===== config.mk =====
export PLATFORM = sky130hd
export DESIGN_NAME = serial_bus_command_transaction
export DESIGN_NICKNAME = d
export VERILOG_FILES = /design/src/rtl/sbct_pkg.sv /design/src/rtl/sbct_ram.sv /design/src/rtl/serial_bus_command_transaction.sv
export SDC_FILE = /design/constraint.sdc
export NUM_CORES = 1
export LEC_CHECK = 0
export ABC_CLOCK_PERIOD_IN_PS = 5620
export BUFFER_PORTS_ARGS = -buffer_cell sky130_fd_sc_hd__buf_2
export CORE_UTILIZATION = 45
export DETAILED_ROUTE_END_ITERATION = 16
export MAX_ROUTING_LAYER = met4
export PLACE_DENSITY = 0.64
export REMOVE_ABC_BUFFERS = 1
export SLEW_MARGIN = 30
export SYNTH_ARGS = -nofsm -noshare
export SYNTH_HDL_FRONTEND = slang
export SYNTH_SLANG_ARGS = --single-unit

===== constraint.sdc =====
create_clock -name aclk -period 5.62 [get_ports aclk]
set_input_delay 0.843 -clock aclk [delete_from_list [all_inputs] [get_ports aclk]]
set_output_delay 0.843 -clock aclk [all_outputs]
set_load 0.02 [all_outputs]

===== src/rtl/sbct_pkg.sv =====
package sbct_pkg;

    // reply buffer depth and count widths
    localparam int MAX_WORDS = 32;
    localparam int BUF_AW    = $clog2(MAX_WORDS);
    localparam int CNT_W     = 6;
    localparam logic [CNT_W-1:0] MAX_WORDS_C = CNT_W'(MAX_WORDS);
    localparam logic [CNT_W-1:0] CNT_SAT     = '1;

    // request kinds
    localparam logic [1:0] KIND_CMD  = 2'd0;
    localparam logic [1:0] KIND_DATA = 2'd1;
    localparam logic [1:0] KIND_RX   = 2'd2;

    // result kinds
    localparam logic [1:0] RES_TX      = 2'd0;
    localparam logic [1:0] RES_DATA    = 2'd1;
    localparam logic [1:0] RES_OUTCOME = 2'd2;

    // outcome codes
    localparam logic [2:0] REJ_OK          = 3'd0;
    localparam logic [2:0] REJ_ADDRESS     = 3'd1;
    localparam logic [2:0] REJ_STATUS_PAR  = 3'd2;
    localparam logic [2:0] REJ_LENGTH      = 3'd3;
    localparam logic [2:0] REJ_DATA_PAR    = 3'd4;

    typedef struct packed {
        logic [1:0]  kind;
        logic [4:0]  rt_address;
        logic        transmit_dir;
        logic [4:0]  subaddress_mode;
        logic [5:0]  word_count;
        logic [15:0] data_word;
        logic [16:0] bus_word_in;
        logic        rx_last;
    } sbct_req_t;

    typedef struct packed {
        logic [1:0]  result_kind;
        logic [16:0] bus_word_out;
        logic [15:0] data_out;
        logic [2:0]  reject_code;
        logic [5:0]  words_accepted;
        logic        last;
    } sbct_res_t;

    // 17-bit word with odd parity in bit 0
    function automatic logic [16:0] with_parity(input logic [15:0] payload);
        return {payload, ~(^payload)};
    endfunction

endpackage


===== src/rtl/sbct_ram.sv =====
module sbct_ram #(
    parameter int Width = 16,
    parameter int Depth = 32,
    localparam int AddrWidth = (Depth > 1) ? $clog2(Depth) : 1
) (
    input  logic                 aclk,
    input  logic                 we,
    input  logic [AddrWidth-1:0] waddr,
    input  logic [Width-1:0]     wdata,
    input  logic [AddrWidth-1:0] raddr,
    output logic [Width-1:0]     rdata
);

    logic [Width-1:0] mem [Depth];
    logic [Width-1:0] rdata_reg;

    always_ff @(posedge aclk) begin
        if (we) begin
            mem[waddr] <= wdata;
        end
        rdata_reg <= mem[raddr];
    end

    assign rdata = rdata_reg;

endmodule


===== src/rtl/serial_bus_command_transaction.sv =====
// Bus controller for a command/response serial bus with 17-bit words (16-bit payload, odd
// parity in bit 0). A command request yields the encoded command word; each data request
// to send yields one parity-coded data word while words remain to be sent, and is dropped
// otherwise. The last word of a transmit reply is checked as it is taken, and a reply that
// passes its status and length checks is then read out of the reply buffer RAM, each data
// word through a read-address state and a read-data state (the registered RAM read sets
// this), followed by the outcome; no request is taken during the readout. A request is
// only taken while the output register is empty or being emptied in the same cycle, so a
// result held back by the receiver also holds off the next request. The buffer needs no
// clearing after reset; only entries written in the current reply are ever read back.
module serial_bus_command_transaction (
    input  logic                 aclk,
    input  logic                 aresetn,
    input  logic                 s_valid,
    output logic                 s_ready,
    input  sbct_pkg::sbct_req_t  s_req,
    output logic                 m_valid,
    input  logic                 m_ready,
    output sbct_pkg::sbct_res_t  m_result,
    input  logic                 cfg_we,
    input  logic                 cfg_wdata
);
    import sbct_pkg::*;

    typedef enum logic [1:0] {
        ST_IDLE,
        ST_RD_ADDR,
        ST_RD_DATA,
        ST_OUTCOME
    } state_t;

    // control and transaction state
    state_t           state_reg, state_next;
    logic             powered_reg, powered_next;
    logic [4:0]       exp_term_reg, exp_term_next;
    logic [CNT_W-1:0] exp_cnt_reg, exp_cnt_next;
    logic [CNT_W-1:0] send_rem_reg, send_rem_next;
    logic [CNT_W-1:0] reply_cnt_reg, reply_cnt_next;
    logic [CNT_W-1:0] bad_idx_reg, bad_idx_next;
    logic             bad_vld_reg, bad_vld_next;
    logic [1:0]       sfault_reg, sfault_next;

    // readout
    logic [CNT_W-1:0] rd_idx_reg, rd_idx_next;
    logic [CNT_W-1:0] limit_reg, limit_next;
    logic [2:0]       code_reg, code_next;

    // output register
    logic             m_valid_reg, m_valid_next;
    sbct_res_t        m_result_reg, m_result_next;

    // reply buffer port
    logic              ram_we;
    logic [BUF_AW-1:0] ram_waddr;
    logic [15:0]       ram_wdata;
    logic [15:0]       ram_rdata;

    // working values for a received word
    logic             out_free;
    logic [CNT_W-1:0] cnt_eff;
    logic [CNT_W-1:0] rx_idx;
    logic [CNT_W-1:0] cnt_new;
    logic             word_par_ok;
    logic [1:0]       sf_new;
    logic             bv_new;
    logic [CNT_W-1:0] bi_new;
    logic [2:0]       code_new;
    logic [CNT_W-1:0] lim_new;
    sbct_res_t        res;

    sbct_ram #(
        .Width (16),
        .Depth (MAX_WORDS)
    ) u_reply_buf (
        .aclk  (aclk),
        .we    (ram_we),
        .waddr (ram_waddr),
        .wdata (ram_wdata),
        .raddr (rd_idx_reg[BUF_AW-1:0]),
        .rdata (ram_rdata)
    );

    // the output slot is free when empty or being emptied this cycle
    assign out_free = !m_valid_reg || m_ready;
    assign s_ready  = (state_reg == ST_IDLE) && out_free;
    assign m_valid  = m_valid_reg;
    assign m_result = m_result_reg;

    always_comb begin
        state_next    = state_reg;
        powered_next  = powered_reg;
        exp_term_next = exp_term_reg;
        exp_cnt_next  = exp_cnt_reg;
        send_rem_next = send_rem_reg;
        reply_cnt_next = reply_cnt_reg;
        bad_idx_next  = bad_idx_reg;
        bad_vld_next  = bad_vld_reg;
        sfault_next   = sfault_reg;
        rd_idx_next   = rd_idx_reg;
        limit_next    = limit_reg;
        code_next     = code_reg;
        m_valid_next  = m_valid_reg && !m_ready;
        m_result_next = m_result_reg;

        ram_we    = 1'b0;
        rx_idx    = reply_cnt_reg - CNT_W'(1);
        ram_waddr = rx_idx[BUF_AW-1:0];
        ram_wdata = s_req.bus_word_in[16:1];

        cnt_eff     = (s_req.word_count > MAX_WORDS_C) ? MAX_WORDS_C : s_req.word_count;
        word_par_ok = ^s_req.bus_word_in;
        cnt_new     = (reply_cnt_reg == CNT_SAT) ? CNT_SAT : reply_cnt_reg + CNT_W'(1);
        sf_new      = sfault_reg;
        bv_new      = bad_vld_reg;
        bi_new      = bad_idx_reg;
        code_new    = REJ_OK;
        lim_new     = '0;
        res         = '0;

        if (cfg_we) begin
            powered_next = cfg_wdata;
        end

        case (state_reg)
            ST_IDLE: begin
                if (s_valid && s_ready) begin
                    case (s_req.kind)
                        KIND_CMD: begin
                            exp_term_next  = s_req.rt_address;
                            reply_cnt_next = '0;
                            bad_vld_next   = 1'b0;
                            bad_idx_next   = '0;
                            sfault_next    = '0;
                            res.result_kind  = RES_TX;
                            res.bus_word_out = with_parity({s_req.rt_address,
                                s_req.transmit_dir, s_req.subaddress_mode,
                                cnt_eff[4:0]});
                            if (!s_req.transmit_dir) begin
                                exp_cnt_next  = '0;
                                send_rem_next = cnt_eff;
                                res.last      = (cnt_eff == '0);
                            end else begin
                                exp_cnt_next  = cnt_eff;
                                send_rem_next = '0;
                                res.last      = 1'b1;
                            end
                            m_valid_next  = 1'b1;
                            m_result_next = res;
                        end
                        KIND_DATA: begin
                            if (send_rem_reg != '0) begin
                                send_rem_next    = send_rem_reg - CNT_W'(1);
                                res.result_kind  = RES_TX;
                                res.bus_word_out = with_parity(s_req.data_word);
                                res.last         = (send_rem_reg == CNT_W'(1));
                                m_valid_next     = 1'b1;
                                m_result_next    = res;
                            end
                        end
                        KIND_RX: begin
                            if (powered_reg) begin
                                if (reply_cnt_reg == '0) begin
                                    // status word
                                    sf_new = {!word_par_ok,
                                              s_req.bus_word_in[16:12] != exp_term_reg};
                                end else if (!rx_idx[CNT_W-1]) begin
                                    // data word inside the buffer
                                    ram_we = 1'b1;
                                    if (!bad_vld_reg && !word_par_ok) begin
                                        bv_new = 1'b1;
                                        bi_new = rx_idx;
                                    end
                                end
                                reply_cnt_next = cnt_new;
                                sfault_next    = sf_new;
                                bad_vld_next   = bv_new;
                                bad_idx_next   = bi_new;

                                if (s_req.rx_last) begin
                                    if (sf_new[0]) begin
                                        code_new = REJ_ADDRESS;
                                    end else if (sf_new[1]) begin
                                        code_new = REJ_STATUS_PAR;
                                    end else if ({1'b0, cnt_new} !=
                                                 {1'b0, exp_cnt_reg} + 7'd1) begin
                                        code_new = REJ_LENGTH;
                                    end else begin
                                        lim_new = exp_cnt_reg;
                                        if (bv_new && (bi_new < exp_cnt_reg)) begin
                                            lim_new  = bi_new;
                                            code_new = REJ_DATA_PAR;
                                        end
                                    end
                                    // the reply is finished either way
                                    reply_cnt_next = '0;
                                    bad_vld_next   = 1'b0;
                                    bad_idx_next   = '0;
                                    sfault_next    = '0;
                                    limit_next     = lim_new;
                                    code_next      = code_new;
                                    if (lim_new == '0) begin
                                        res.result_kind    = RES_OUTCOME;
                                        res.reject_code    = code_new;
                                        res.words_accepted = '0;
                                        res.last           = 1'b1;
                                        m_valid_next       = 1'b1;
                                        m_result_next      = res;
                                    end else begin
                                        rd_idx_next = '0;
                                        state_next  = ST_RD_ADDR;
                                    end
                                end
                            end
                        end
                        default: begin
                        end
                    endcase
                end
            end
            ST_RD_ADDR: begin
                state_next = ST_RD_DATA;
            end
            ST_RD_DATA: begin
                if (out_free) begin
                    res.result_kind = RES_DATA;
                    res.data_out    = ram_rdata;
                    m_valid_next    = 1'b1;
                    m_result_next   = res;
                    if (rd_idx_reg + CNT_W'(1) == limit_reg) begin
                        state_next = ST_OUTCOME;
                    end else begin
                        rd_idx_next = rd_idx_reg + CNT_W'(1);
                        state_next  = ST_RD_ADDR;
                    end
                end
            end
            ST_OUTCOME: begin
                if (out_free) begin
                    res.result_kind    = RES_OUTCOME;
                    res.reject_code    = code_reg;
                    res.words_accepted = limit_reg;
                    res.last           = 1'b1;
                    m_valid_next       = 1'b1;
                    m_result_next      = res;
                    state_next         = ST_IDLE;
                end
            end
            default: begin
                state_next = ST_IDLE;
            end
        endcase
    end

    always_ff @(posedge aclk) begin
        if (!aresetn) begin
            state_reg     <= ST_IDLE;
            powered_reg   <= 1'b1;
            exp_term_reg  <= '0;
            exp_cnt_reg   <= '0;
            send_rem_reg  <= '0;
            reply_cnt_reg <= '0;
            bad_idx_reg   <= '0;
            bad_vld_reg   <= 1'b0;
            sfault_reg    <= '0;
            rd_idx_reg    <= '0;
            limit_reg     <= '0;
            code_reg      <= REJ_OK;
            m_valid_reg   <= 1'b0;
        end else begin
            state_reg     <= state_next;
            powered_reg   <= powered_next;
            exp_term_reg  <= exp_term_next;
            exp_cnt_reg   <= exp_cnt_next;
            send_rem_reg  <= send_rem_next;
            reply_cnt_reg <= reply_cnt_next;
            bad_idx_reg   <= bad_idx_next;
            bad_vld_reg   <= bad_vld_next;
            sfault_reg    <= sfault_next;
            rd_idx_reg    <= rd_idx_next;
            limit_reg     <= limit_next;
            code_reg      <= code_next;
            m_valid_reg   <= m_valid_next;
        end
        m_result_reg <= m_result_next;
    end

    // readout never runs past the accepted word count
    a_rd_in_range: assert property (@(posedge aclk) disable iff (!aresetn)
        (state_reg == ST_RD_ADDR || state_reg == ST_RD_DATA) |-> rd_idx_reg < limit_reg)
        else $error("readout index beyond limit");

    // the buffer is only written by an accepted received word
    a_wr_idle: assert property (@(posedge aclk) disable iff (!aresetn)
        ram_we |-> (state_reg == ST_IDLE && s_valid && s_ready))
        else $error("reply buffer written outside an accepted request");

    // data words are only read out for a reply that passes its status and length checks
    a_rd_code: assert property (@(posedge aclk) disable iff (!aresetn)
        (state_reg == ST_RD_DATA) |-> (code_reg == REJ_OK || code_reg == REJ_DATA_PAR))
        else $error("readout for a rejected reply");

    // the accepted count fits the buffer
    a_limit: assert property (@(posedge aclk) disable iff (!aresetn)
        limit_reg <= MAX_WORDS_C)
        else $error("accepted word count beyond buffer depth");

endmodule


==> results by group <==
Clock tree
  – Clock tree buffer depth: 3
  – CTS clk-pin slew, worst paths: 60 ps
  – Hold_buf cts: 0
  – Clock sinks: 624
  – Clock Root Buffer: clkbuf_16
  – Worst-Skew Late Latency: 660 ps
  – H-tree Lvls: 2
  – Setup bufs post-CTS: 0
  – Inserted Clock Buffers: 61
  – Post-CTS Resized: 0
  – CTS tree: done

Setup path
  – WS Path Type: reg2reg
  – Startpoint types: flop
  – CP peak stage delay: 390 ps
  – RR Startpoint: reply_cnt_reg[0]
  – CP max FO: 45
  – Crit path launch: reply_cnt_reg[0]
  – Crit-path most repeated cell: a21oi_1
  – Worst EP arrival: 5380 ps
  – Crit-path cells: clkinv_1 > ha_1 > o21bai_1 > a21oi_1 > a41o_1 > or3b_1 > mux2i_2 > buf_4 > a21oi_1 > ha_1 > a21o_1 > a21oi_1 > nand3_1 > nor2_1 > a211oi_1 > o21ai_0 > o221ai_1 > a21oi_2 > a21oi_1 > o21a_2 > buf_12
  – Crit path capture type: flop
  – Highest-delay cell along the critical path: or3b_1
  – Worst EP required: 5920 ps
  – Crit path max-delay family: compound AO/OA/AOI/OAI gates
  – CP Buf/Inv Count: 3

Global routing
  – GRT Residual Overflow: 0
  – Tot GR Track Use: 0.215
  – First-pass GRT wire length: 86900 microns
  – Vias in the first global route: 13.6k
  – Largest net degree at the start of global routing: 60
  – Number of antenna violations at the first check in global routing: 2

Routing
  – Vias: 13.4k
  – Initial DRC count: 1134
  – Post-DRT Antenna Nets: 0
  – Routed WL per cell: 24.8 microns
  – Routed wire length: 58900 microns
  – DRT Pass-1 Iters: 5
  – Avg Vias per Cell: 5.65
  – Residual DRC: 0

Pwr
  – Leakage dissipation: 0.00962 uW
  – Cell Pwr Density: 338 nW/um^2
  – IR drop worst, VDD: 0.249 mV

Finish
  – Final net count: 1655
  – Largest register FFs: 512
  – Layout cells sized above 1: 0.307
  – Commonest non-fill, non-tap cell in the layout: edfxtp_1
  – Area Overhead vs Synth: 16.3%
  – Most frequent cells in the layout: edfxtp_1, mux4_2, buf_2, nor2_1
  – Final core utilization: 0.535

STA
  – Final slew viol count: 0
  – Final Hold Viols: 0
  – Fin crit share: 0.906
  – Endpoints failing setup: 0
  – Fmax: 196 MHz
  – Slew margin rel.: 0.378
  – Worst clock skew: 47.4 ps
  – Final hold slack: 434 ps
  – RSZ-0062 raised after global routing: no
  – Final Critical Period: 5090 ps
  – Worst-margin pin slew: 933 ps

Min path
  – Startpoint of the worst hold path: cfg_wdata
  – Hold Path Class: in2reg

Yosys
  – Synth Warn #: 0
  – Async S/R FF share, synth: 0
  – EDFF count, synth: 557
  – Post-synthesis cell type count: 62
  – FF+latch count, synth: 624
  – Top_reg_cell synth: edfxtp_1
  – Syn Inst Count: 1413
  – Register area share after synthesis: 0.708
  – Mapped Area: 25500 sq um
  – Post-Syn Area per Cell: 18.1 sq um

Flow run
  – Max-cap violations: 0

Die
  – Die Span Y: 240 microns
  – # IOs: 106
  – # rows: 86
  – Die area: 57700 sq um
  – Die W: 240 microns
  – Core area: 55500 sq um
  – Initial Util: 0.460

Placement
  – GP Congestion: 0.847
  – I/O Buffers: 105
  – DP HPWL: 34400 microns

Run status
  – Status: finished clean
==> cell families (layout without fill, tap and decap cells) <==
group | after synthesis | count (layout) | share of synthesized area
mux | 191 | 191 | 0.154
flops | 624 | 624 | 0.708
compound gates | 132 | 132 | 0.0341
other cells | 0 | 1 | 0
simple gates | 274 | 274 | 0.0524
xor+xnor | 75 | 75 | 0.0260
fa+ha+maj | 22 | 22 | 0.0108
buf+inv | 95 | 309 | 0.0144
==> synthesized netlist by cell type, drive strengths merged, types with 2 or more instances <==
cell / count / area (sq um)
edfxtp: 557 / 16700
mux4: 160 / 3600
nor2: 96 / 375
dfxtp: 67 / 1340
nand2: 55 / 206
xnor2: 55 / 489
clkbuf: 53 / 199
a21oi: 37 / 193
and2: 23 / 144
a22oi: 22 / 165
ha: 22 / 275
nand3: 22 / 110
o21ai: 22 / 110
buf: 20 / 85.1
inv: 20 / 75.1
xor2: 20 / 175
mux2: 19 / 214
nor3: 16 / 85.1
mux2i: 12 / 124
nor2b: 12 / 75.1
nand2b: 11 / 68.8
a21boi: 9 / 67.6
a31oi: 7 / 43.8
and3: 7 / 43.8
nand4: 7 / 43.8
a21o: 6 / 45.0
a32oi: 4 / 35.0
nand3b: 4 / 30.0
nor3b: 4 / 30.0
nor4: 4 / 25.0
o31ai: 4 / 30.0
or3: 4 / 25.0
nand4b: 3 / 26.3
a211oi: 2 / 15.0
a311oi: 2 / 17.5
clkinv: 2 / 7.51
o21bai: 2 / 15.0
o221a: 2 / 22.5
o22ai: 2 / 12.5
o32ai: 2 / 17.5
or4: 2 / 15.0
==> power breakdown <==
group          internal [uW]  leakage (uW)  switching (uW)
registers               5070       0.00559            11.8
clock network           2770       0.00111            1810
logic                    134       0.00293             246
==> final timing paths <==
path | endpoint | depth (start not counted) | slack, ps
setup reg to reg | m_result[12] | 21 | 530
setup / recovery | m_result[12] | 21 | 530
hold / removal | powered_reg | 3 | 430
hold reg to reg | code_reg[1] | 2 | 470
==> worst min-delay path, delay by kind of cell <==
family	cells	cell delay, ps
multiplexers	1	60
AND/OR/NAND/NOR	1	60
buffers and inverters	1	70
==> routing by layer <==
| layer | track usage | part of all wire | vias to the layer above |
|---|---|---|---|
| met5 | - | 0 | - |
| met4 | 0.0560 | 0.022 | 0 |
| met3 | 0.0294 | 0.048 | 92 |
| met2 | 0.350 | 0.50 | 364 |
| met1 | 0.287 | 0.43 | 7034 |
| li1 | - | - | 5936 |
==> area by class of cell <==
class	count	area (sq um)
Inverter	22	82.6
Clock inverter	39	621
Multi-Input combinational cell	694	7190
Antenna cell	1	2.50
Fill cell	4410	25800
Tap cell	748	936
Timing Repair Buffer	171	1090
Clock buffer	77	1680
Sequential cell	624	18100
==> stage by stage <==
step	total power, uW	cells	worst slack (ps)	TNS [ps]	cell area, sq um
CTS	10100	2375	516	0	29700
finish	10000	2376	531	0	29700
detailed placement	5560	2259	311	0	27400
global placement	5550	2257	362	0	27300
floorplan	5380	1340	-2280	-42870	25200
global route	10300	2376	144	0	29700
Power figures use the tool's default switching activity.
